### src/sv/olapd_pkg.sv
`timescale 1ns / 1ps
`default_nettype none
// ----------------------------------------------------------------------------
// olapd_pkg
// Types and codes shared by the ordered list block, its checker and its testbench.
// ----------------------------------------------------------------------------
package olapd_pkg;

  localparam int VALUE_W = 32;
  localparam int COUNT_W = 5;

  localparam logic [1:0] REQ_APPEND = 2'd0;
  localparam logic [1:0] REQ_POP    = 2'd1;
  localparam logic [1:0] REQ_DELETE = 2'd2;

  localparam logic [1:0] ST_OK        = 2'd0;
  localparam logic [1:0] ST_FULL      = 2'd1;
  localparam logic [1:0] ST_EMPTY     = 2'd2;
  localparam logic [1:0] ST_NOT_FOUND = 2'd3;

  typedef struct packed {
    logic [1:0]                req_type;
    logic signed [VALUE_W-1:0] value;
  } req_t;

  typedef struct packed {
    logic [1:0]         status;
    logic [COUNT_W-1:0] count;
  } rsp_t;

endpackage
`default_nettype wire

### src/sv/ordered_list_append_pop_delete.sv
`timescale 1ns / 1ps
`default_nettype none
// ----------------------------------------------------------------------------
// ordered_list_append_pop_delete
// Bounded ordered list of 32-bit values: append, pop-front, delete-by-value.
// ----------------------------------------------------------------------------
// Entries sit in one circular RAM addressed from a head pointer. A request is
// taken when start is high and busy is low; its result shows on rsp for one
// cycle with done high, and must be taken then. Append, pop and the unused
// request code give their result the cycle after the request and the block is
// ready again at once (one request per cycle). Delete walks the RAM from the
// head, one entry per cycle, then moves every later entry down one slot, one
// per cycle through the single write port, and a miss ends after the last
// entry is compared.
// ----------------------------------------------------------------------------
module ordered_list_append_pop_delete #(
  parameter int CAPACITY = 16
) (
  input  logic             clk,
  input  logic             rst,
  input  logic             start,
  output logic             busy,
  input  olapd_pkg::req_t  req,
  output logic             done,
  output olapd_pkg::rsp_t  rsp
);

  import olapd_pkg::*;

  localparam int CW = $clog2(CAPACITY + 1);
  localparam int PW = $clog2(CAPACITY);
  localparam logic [CW-1:0] CAP_C = CW'(CAPACITY);
  localparam logic [CW+1:0] CAP_S = (CW+2)'(CAPACITY);
  localparam logic [PW-1:0] LAST_P = PW'(CAPACITY - 1);

  typedef enum logic [2:0] {
    S_IDLE  = 3'b001,
    S_SCAN  = 3'b010,
    S_SHIFT = 3'b100
  } state_t;

  state_t              state, state_next;
  logic [PW-1:0]       head, head_next;
  logic [CW-1:0]       cnt, cnt_next;
  logic [CW-1:0]       idx, idx_next;
  logic [VALUE_W-1:0]  key, key_next;
  logic                done_next;
  rsp_t                rsp_next;

  logic                ram_we;
  logic [PW-1:0]       ram_waddr;
  logic [VALUE_W-1:0]  ram_wdata;
  logic [PW-1:0]       ram_raddr;
  logic [VALUE_W-1:0]  ram_rdata;
  logic [CW:0]         rd_off;
  logic [CW:0]         idx_x;
  logic [CW:0]         cnt_x;

  // logical offset from the head to a physical slot
  function automatic logic [PW-1:0] phys(input logic [PW-1:0] h, input logic [CW:0] off);
    logic [CW+1:0] s;
    s = (CW+2)'(h) + (CW+2)'(off);
    if (s >= CAP_S) s = s - CAP_S;
    if (s >= CAP_S) s = s - CAP_S;
    return s[PW-1:0];
  endfunction

  function automatic logic [COUNT_W-1:0] cnt5(input logic [CW-1:0] c);
    logic [CW+COUNT_W-1:0] t;
    t = (CW+COUNT_W)'(c);
    return t[COUNT_W-1:0];
  endfunction

  assign busy  = (state != S_IDLE);
  assign idx_x = {1'b0, idx};
  assign cnt_x = {1'b0, cnt};
  assign ram_raddr = phys(head, rd_off);

  always_comb begin
    state_next = state;
    head_next  = head;
    cnt_next   = cnt;
    idx_next   = idx;
    key_next   = key;
    done_next  = 1'b0;
    rsp_next   = rsp;
    ram_we     = 1'b0;
    ram_waddr  = phys(head, cnt_x);
    ram_wdata  = req.value;
    rd_off     = '0;
    case (state)
      S_IDLE: begin
        rd_off = '0;
        if (start) begin
          key_next = req.value;
          case (req.req_type)
            REQ_APPEND: begin
              done_next = 1'b1;
              if (cnt == CAP_C) begin
                rsp_next = '{status: ST_FULL, count: cnt5(cnt)};
              end else begin
                ram_we   = 1'b1;
                cnt_next = cnt + 1'b1;
                rsp_next = '{status: ST_OK, count: cnt5(cnt + 1'b1)};
              end
            end
            REQ_POP: begin
              done_next = 1'b1;
              if (cnt == '0) begin
                rsp_next = '{status: ST_EMPTY, count: cnt5(cnt)};
              end else begin
                head_next = (head == LAST_P) ? '0 : head + 1'b1;
                cnt_next  = cnt - 1'b1;
                rsp_next  = '{status: ST_OK, count: cnt5(cnt - 1'b1)};
              end
            end
            REQ_DELETE: begin
              if (cnt == '0) begin
                done_next = 1'b1;
                rsp_next  = '{status: ST_NOT_FOUND, count: cnt5(cnt)};
              end else begin
                idx_next   = '0;
                state_next = S_SCAN;
              end
            end
            default: begin
              done_next = 1'b1;
              rsp_next  = '{status: ST_OK, count: cnt5(cnt)};
            end
          endcase
        end
      end
      S_SCAN: begin
        // rdata holds entry idx; fetch idx+1 for the next compare or the shift
        rd_off = idx_x + 1'b1;
        if (ram_rdata == key) begin
          state_next = S_SHIFT;
        end else if ((idx_x + 1'b1) == cnt_x) begin
          done_next  = 1'b1;
          rsp_next   = '{status: ST_NOT_FOUND, count: cnt5(cnt)};
          state_next = S_IDLE;
        end else begin
          idx_next = idx + 1'b1;
        end
      end
      S_SHIFT: begin
        // rdata holds entry idx+1, which moves down into slot idx
        rd_off = idx_x + 2'd2;
        if ((idx_x + 1'b1) < cnt_x) begin
          ram_we    = 1'b1;
          ram_waddr = phys(head, idx_x);
          ram_wdata = ram_rdata;
          idx_next  = idx + 1'b1;
        end else begin
          cnt_next   = cnt - 1'b1;
          done_next  = 1'b1;
          rsp_next   = '{status: ST_OK, count: cnt5(cnt - 1'b1)};
          state_next = S_IDLE;
        end
      end
      default: begin
        state_next = S_IDLE;
      end
    endcase
  end

  always_ff @(posedge clk) begin
    if (rst) begin
      state <= S_IDLE;
      head  <= '0;
      cnt   <= '0;
      done  <= 1'b0;
    end else begin
      state <= state_next;
      head  <= head_next;
      cnt   <= cnt_next;
      done  <= done_next;
    end
  end

  always_ff @(posedge clk) begin
    idx <= idx_next;
    key <= key_next;
    rsp <= rsp_next;
  end

  olapd_ram #(
    .WIDTH (VALUE_W),
    .DEPTH (CAPACITY)
  ) u_ram (
    .clk   (clk),
    .we    (ram_we),
    .waddr (ram_waddr),
    .wdata (ram_wdata),
    .raddr (ram_raddr),
    .rdata (ram_rdata)
  );

endmodule
`default_nettype wire

### src/sv/olapd_ram.sv
`timescale 1ns / 1ps
`default_nettype none
// ----------------------------------------------------------------------------
// olapd_ram
// Generic simple dual-port RAM: one write port, one read port, registered read.
// ----------------------------------------------------------------------------
module olapd_ram #(
  parameter int WIDTH = 32,
  parameter int DEPTH = 16
) (
  input  logic                     clk,
  input  logic                     we,
  input  logic [$clog2(DEPTH)-1:0] waddr,
  input  logic [WIDTH-1:0]         wdata,
  input  logic [$clog2(DEPTH)-1:0] raddr,
  output logic [WIDTH-1:0]         rdata
);

  logic [WIDTH-1:0] mem [DEPTH];

  always_ff @(posedge clk) begin
    if (we) begin
      mem[waddr] <= wdata;
    end
    rdata <= mem[raddr];
  end

endmodule
`default_nettype wire

### config.mk
export PLATFORM = sky130hd
export DESIGN_NAME = ordered_list_append_pop_delete
export DESIGN_NICKNAME = d
export VERILOG_FILES = /design/src/sv/olapd_pkg.sv /design/src/sv/ordered_list_append_pop_delete.sv /design/src/sv/olapd_ram.sv
export SDC_FILE = /design/constraint.sdc
export NUM_CORES = 1
export LEC_CHECK = 0
export BUFFER_PORTS_ARGS = -buffer_cell sky130_fd_sc_hd__buf_2
export CAP_MARGIN = 20
export CORE_MARGIN = 2
export CORE_UTILIZATION = 40
export CTS_CLUSTER_DIAMETER = 30
export DETAILED_ROUTE_END_ITERATION = 6
export PLACE_DENSITY = 0.6
export SLEW_MARGIN = 25
export SYNTH_ARGS = -nofsm -noshare
export SYNTH_HDL_FRONTEND = slang
export SYNTH_HIERARCHICAL = 1
export SYNTH_SLANG_ARGS = --single-unit
### constraint.sdc
create_clock -name clk -period 7.8 [get_ports clk]
set_input_delay 0.78 -clock clk [delete_from_list [all_inputs] [get_ports clk]]
set_output_delay 0.78 -clock clk [all_outputs]
set_load 0.02 [all_outputs]
After elaboration in Yosys (flattened, before gate mapping)
Memories as Yosys holds them, arrays and structs flattened. A register that Yosys moved wholly into a read port is not among the register bits.
Cells that the tools add are included.
{"block": "totals", "ramBits": 512, "regBits": 57, "in_bits": 37, "mem_count": 1, "wordCells": 122}
{"name": "u_ram.mem", "words": 16, "width": 32, "read_ports": 1, "rd_clocked_by_memory_dff": 1, "write_ports": 1, "line_no": "olapd_ram.sv:19", "rtl": "logic [WIDTH-1:0] mem [DEPTH];"}
{"block": "op_classes", "muxes": 57, "order_cmp": 7, "reduce_logical": 10, "n_bitwise": 1, "n_eq_ne": 23, "add_sub_neg": 15}
{"operator": "$mux 7", "n": 11}
{"operator": "$mux 32", "n": 2}
{"operator": "$mux 5", "n": 10}
{"operator": "$pmux 7 s3", "n": 2}
{"operator": "$eq 32x32->1", "n": 1}
{"operator": "$ge 7x5->1 const B", "n": 4}
{"operator": "$mux 4", "n": 6}
{"operator": "$pmux 5 s2", "n": 2}
{"operator": "$mux 3", "n": 6}
{"operator": "$pmux 5 s3", "n": 1}
{"operator": "$ne 2x2->1 const B", "n": 7}
{"operator": "$sub 6x5->7 const B", "n": 2}
{"operator": "$add 4x5->6", "n": 2}
{"operator": "$ge 6x5->1 const B", "n": 2}
{"operator": "$mux 1", "n": 12}
{"operator": "$ne 3x3->1 const B", "n": 4}
{"operator": "$pmux 6 s2", "n": 1}
{"operator": "$reduce_and 6->1", "n": 2}
{"operator": "$sub 4x1->4 const B", "n": 3}
{"operator": "$add 5x1->5 const B", "n": 2}
{"operator": "$pmux 3 s3", "n": 1}
{"operator": "$add 4x6->7", "n": 1}
{"operator": "$reduce_and 7->1", "n": 1}
{"operator": "$sub 7x5->7 const B", "n": 1}
{"operator": "other kinds (26)", "n": 27}

Logic depth before layout (Yosys ltp)
{"block": "logic_depth", "word_depth": 9, "depth_mapped": 15}

By module
Netlist, hierarchy kept.
{"module": "olapd_ram", "area_per_inst_um2": 19854.0, "cells_each": 838, "n_inst": 1, "seq_area_each_um2": 16015.4}
{"module": "ordered_list_append_pop_delete", "area_per_inst_um2": 3945.0, "cells_each": 377, "n_inst": 1, "seq_area_each_um2": 1581.5}

Worst setup path before layout
Ideal clock, no wire load.
{"block": "synth_path", "path_kind": "in2reg", "start": "input start", "end": "memory u_ram.mem[0][0] (enable)", "t_arrival_ns": 4.902, "setup_slack_ns": 2.437, "cell_stages": 6, "t_required_ns": 7.339, "cell_sequence": "and2_1 -> clkbuf_1 -> nand2_1 -> nand2_1 -> or3b_2 -> nor3_1"}
{"block": "synth_between", "elab_chain_cells": 4}
{"item": "start: declaration", "line_no": "ordered_list_append_pop_delete.sv:21", "rtl": "input logic start,"}
{"item": "$mux 1", "line_no": "ordered_list_append_pop_delete.sv:94", "rtl": "if (start) begin"}
{"item": "$pmux 1 s2", "line_no": "ordered_list_append_pop_delete.sv:91", "rtl": "case (state)"}
{"item": "named net ram_we", "line_no": "ordered_list_append_pop_delete.sv:50", "rtl": "logic ram_we;"}
{"item": "$mux 1", "line_no": "olapd_ram.sv:22", "rtl": "if (we) begin"}
{"item": "$mux 1 (not written as such)", "line_no": "olapd_ram.sv:23", "rtl": "mem[waddr] <= wdata;"}
{"item": "end: declaration", "line_no": "olapd_ram.sv:19"}
The timed path passes the listed nets, and every way through them passes these cells.

Final worst setup path
{"block": "layout_path", "start": "register idx[0]", "end": "memory u_ram.mem[6][24] (enable)"}
{"block": "layout_between", "elab_chain_cells": 9, "elab_cells_between_ends": 17}
{"item": "start: declaration", "line_no": "ordered_list_append_pop_delete.sv:45", "rtl": "logic [CW-1:0] idx, idx_next;"}
{"item": "start signal: assignment", "line_no": "ordered_list_append_pop_delete.sv:182", "rtl": "idx <= idx_next;"}
{"item": "$add 4x5->6", "line_no": "ordered_list_append_pop_delete.sv:62", "rtl": "s = (CW+2)'(h) + (CW+2)'(off);"}
{"item": "$sub 6x5->7 or $ge 6x5->1 (tied branches)", "line_no": "ordered_list_append_pop_delete.sv:63", "rtl": "if (s >= CAP_S) s = s - CAP_S;"}
{"item": "$mux 7", "line_no": "ordered_list_append_pop_delete.sv:63"}
{"item": "$mux 7", "line_no": "ordered_list_append_pop_delete.sv:149", "rtl": "if ((idx_x + 1'b1) < cnt_x) begin"}
{"item": "$mux 7", "line_no": "ordered_list_append_pop_delete.sv:91"}
{"item": "$ge 7x5->1 or $sub 4x1->4 (tied branches)", "line_no": "ordered_list_append_pop_delete.sv:64", "rtl": "if (s >= CAP_S) s = s - CAP_S;"}
{"item": "$mux 4", "line_no": "ordered_list_append_pop_delete.sv:64"}
{"item": "$mux 4 *", "line_no": "ordered_list_append_pop_delete.sv:149"}
{"item": "$mux 4 *", "line_no": "ordered_list_append_pop_delete.sv:91"}
{"item": "named net ram_waddr[1]", "line_no": "ordered_list_append_pop_delete.sv:51", "rtl": "logic [PW-1:0] ram_waddr;"}
Mark *: on every way through the listed nets, which the timed path passes. The rest lies on a longest branch. The select of a mux whose other input is x is not followed.

==> results.ini <==
[clocking]
cts_hold_buffers=0
cts_tree=built
ctsHtreeMaxLevel=3
ctsResizeCount=0
cts_made_buffers=109
clock_sinks=601
post-cts-setup-buffer-count=0
cts-root-buf=clkbuf_16
clk_path_buf_depth=3
clk_pin_slew_ps=50
clk-insertion-delay-late_ps=650

[sta]
period_share_pct=63.05
hold_viol=0
setup_viol=0
rsz0062_at_grt=no
skew_ps=37.19
fin_crit_ps=4918
slew-limit-headroom_pct=28.20
worst_slew_pin_slew_ps=1077
max_freq_mhz=203.3
fin_tns_setup_ps=0
drv_slew=0

[worst_setup_path]
endpoint=u_ram/mem[6][24]$_DFFE_PP_
cp.required_ps=8080
critPathKind=reg2reg
cp_slowest_stage_delay_ps=710
crit_chain=ha_1 -> nand3_1 -> xnor2_1 -> ha_1 -> and3_1 -> o21ai_0 -> nand4_1 -> buf_4 -> mux2i_1 -> nand2b_1 -> nor2_4 -> buf_4
slowest_stage=mux2i_1
worst_r2r_startpoint=idx[0]$_SDFFCE_PP0P_
reg2reg_depth=12
cp_top_family=simple AND/OR/NAND/NOR gates
r2r_end=u_ram/mem[6][24]$_DFFE_PP_
critical_path.startpoint_type=flip-flop
endpoint_kind=flip-flop
cp.depth=12
reg2reg_slack_ps=2880
critPathArrivalTime_ps=5190
crit_fanout=40
worstSetupStartpoint=idx[0]$_SDFFCE_PP0P_
crit_buf_inv=2

[worst_hold_path]
min_path_type=in2reg
hold_start=req[14]

[yosys]
synthXorXnorAreaFrac_pct=1.803
synth.area.mux_share_pct=13.98
synthSimpleGateAreaFrac_pct=3.564
ys_warn_count=6
syn_area_um2=23800
ys_ff_latch=601
async_flop_share_pct=0
synth_fp_nets=1274
ys_seq_area_share_pct=73.94
synth_top_family_by_area=multiplexers
synth_cells=1215
synth-compound-area-share_pct=3.901
postSynthAreaPerCell_um2=19.59
yosys_most_used_dff=edfxtp_1
synth-edff-count=556
synth_cell_types=58
synthAdderAreaFrac_pct=1.251

[drt]
route.detailed.drc=0
first_pass_iters=5
finalWirelength_um=54240
first_iter_violations=997
viasPerCell=5.557
via_count=12258
postRouteAntennaNets=0
wire_per_inst_um=24.59

[die]
row_count=89
start_util_pct=40.40
dieWidth_um=247.9
die_y_um=247.9
io_pins=46
design.core.area_um2=58910
dieArea_um2=61460

[final_layout]
layout-drive-gt1-share_pct=31.33
antenna_cells=0
syn_to_final_growth_pct=20.76
fill_cells=4727
fin_nets=1399
final_area_um2=28740

[run_status]
status=finished clean

[pwr]
finalPower_mw=8.890
power_density_nw_per_um2=309.3
power.leakage_nw=9.357
vdd_ir_drop_max_uv=219.3

[global_route]
antenna_found_initial=0
grt_max_degree=65
grt_overflow=0
grt.total_usage_pct=18.16
grt_pass1_vias=12515
grt_pass1_wl_um=80900

[place]
port_buffers=45
hpwl_um=30310
place_area_um2=25070
gp_congestion=0.8450

[job]
drv_cap=0

worst register-to-register path, cell delays in order, from the launching register on:
cell and delay, ps:
edfxtp_1 490, ha_1 230, nand3_1 100, xnor2_1 180, ha_1 310, and3_1 170, o21ai_0 170, nand4_1 140
buf_4 570, mux2i_1 730, nand2b_1 420, nor2_4 520, buf_4 510
through the flow:
stage | hold slack, ps | instances | worst slack [ps] | utilization, %
2_1_floorplan | 529.8 | 1215 | 2437 | -
3_5_place_dp | 616.7 | 2002 | 2933 | 42.56
4_1_cts | 313.8 | 2206 | 2909 | 48.79
3_3_place_gp | 609.9 | 2001 | 3064 | 42.52
5_1_grt | 313.0 | 2206 | 2534 | 48.79
6_report | 344.4 | 2206 | 2882 | 48.79
cell usage after synthesis, types with 2 or more instances:
master / number / area, um^2
a211oi_1: 2 / 15.01
a21boi_0: 2 / 15.01
a21o_1: 5 / 37.54
a21oi_1: 25 / 125.1
a22oi_1: 65 / 488.0
a31o_2: 4 / 35.03
a31oi_1: 8 / 50.05
and2_1: 7 / 43.79
and4_1: 2 / 17.52
buf_1: 10 / 37.54
buf_2: 9 / 45.04
buf_4: 11 / 82.58
buf_6: 4 / 45.04
clkbuf_1: 27 / 101.4
dfxtp_1: 45 / 900.9
edfxtp_1: 556 / 16700
fa_1: 3 / 60.06
ha_1: 19 / 237.7
inv_1: 16 / 60.06
mux2_2: 35 / 394.1
mux2i_1: 5 / 50.05
mux4_2: 128 / 2883
nand2_1: 46 / 172.7
nand2b_1: 4 / 25.02
nand3_1: 13 / 65.06
nand3b_1: 4 / 30.03
nand4_1: 6 / 37.54
nor2_1: 32 / 120.1
nor2b_1: 8 / 50.05
nor3_1: 13 / 65.06
nor3b_2: 2 / 25.02
nor4_1: 12 / 75.07
nor4b_1: 3 / 26.28
o21ai_0: 9 / 45.04
o221ai_1: 2 / 17.52
o22ai_1: 2 / 12.51
or2_2: 3 / 18.77
xnor2_1: 14 / 122.6
xor2_1: 35 / 306.5
kinds of logic (layout without fill, tap and decap cells):
| logic type | count (synthesis) | count (layout) |
|---|---|---|
| AND/OR/NAND/NOR | 164 | 164 |
| adder cells (fa/ha/maj) | 22 | 22 |
| XOR/XNOR | 49 | 49 |
| multiplexers | 168 | 168 |
| buffers and inverters | 77 | 295 |
| flip-flops | 601 | 601 |
| AO/OA/AOI/OAI | 134 | 134 |
worst min path at each step:
stage	end	slack (ps)	depth (start not counted)
2_1_floorplan	cnt[1]$_SDFFE_PP0P_	530	2
3_3_place_gp	cnt[1]$_SDFFE_PP0P_	610	2
3_5_place_dp	cnt[1]$_SDFFE_PP0P_	620	2
4_1_cts	key[14]$_DFFE_PP_	310	1
5_1_grt	key[11]$_DFFE_PP_	310	1
6_report	key[14]$_DFFE_PP_	340	1
sequential cells by signal, summed over array words and instances (netlist names):
name / cells
idx: 5
rsp: 7
cnt: 5
u_ram/mem: 512
done: 1
u_ram/rdata: 32
state: 3
key: 32
head: 4
cell type report:
cell class	instances	area, um^2	area share, %
multi-input cells	537	5979	20.81
clock inverters	71	763.2	2.656
well taps	773	967.2	3.365
clock buffers	133	2908	10.12
flip-flops and latches	601	17600	61.23
inverters	16	62.56	0.2177
repair buffers	75	462.9	1.611
cells in the final DEF, fill, tap and decap left out, types with 25 or more instances in the layout:
| cell | n |
|---|---|
| buf_2 | 45 |
| a22oi_1 | 65 |
| mux2_2 | 35 |
| clkbuf_16 | 109 |
| xor2_1 | 35 |
| buf_4 | 29 |
| a21oi_1 | 25 |
| edfxtp_1 | 556 |
| mux4_2 | 128 |
| nand2_1 | 46 |
| dfxtp_1 | 45 |
| clkinv_2 | 25 |
routing by layer:
metal	vias up	track usage (%)	share of wire, %
met5	-	0	0
met4	0	5.636	2.0
met3	80	4.033	6.2
met2	426	28.50	48
met1	6472	25.39	44
li1	5280	-	-
power breakdown:
part / total (mW) / leakage, nW / switching, mW / internal, mW
Sequential: 3.72 / 5.41 / 0.0565 / 3.66
Combinational: 0.589 / 2.17 / 0.382 / 0.207
Clock: 4.58 / 1.78 / 1.55 / 3.04
Power figures use the tool's default switching activity.
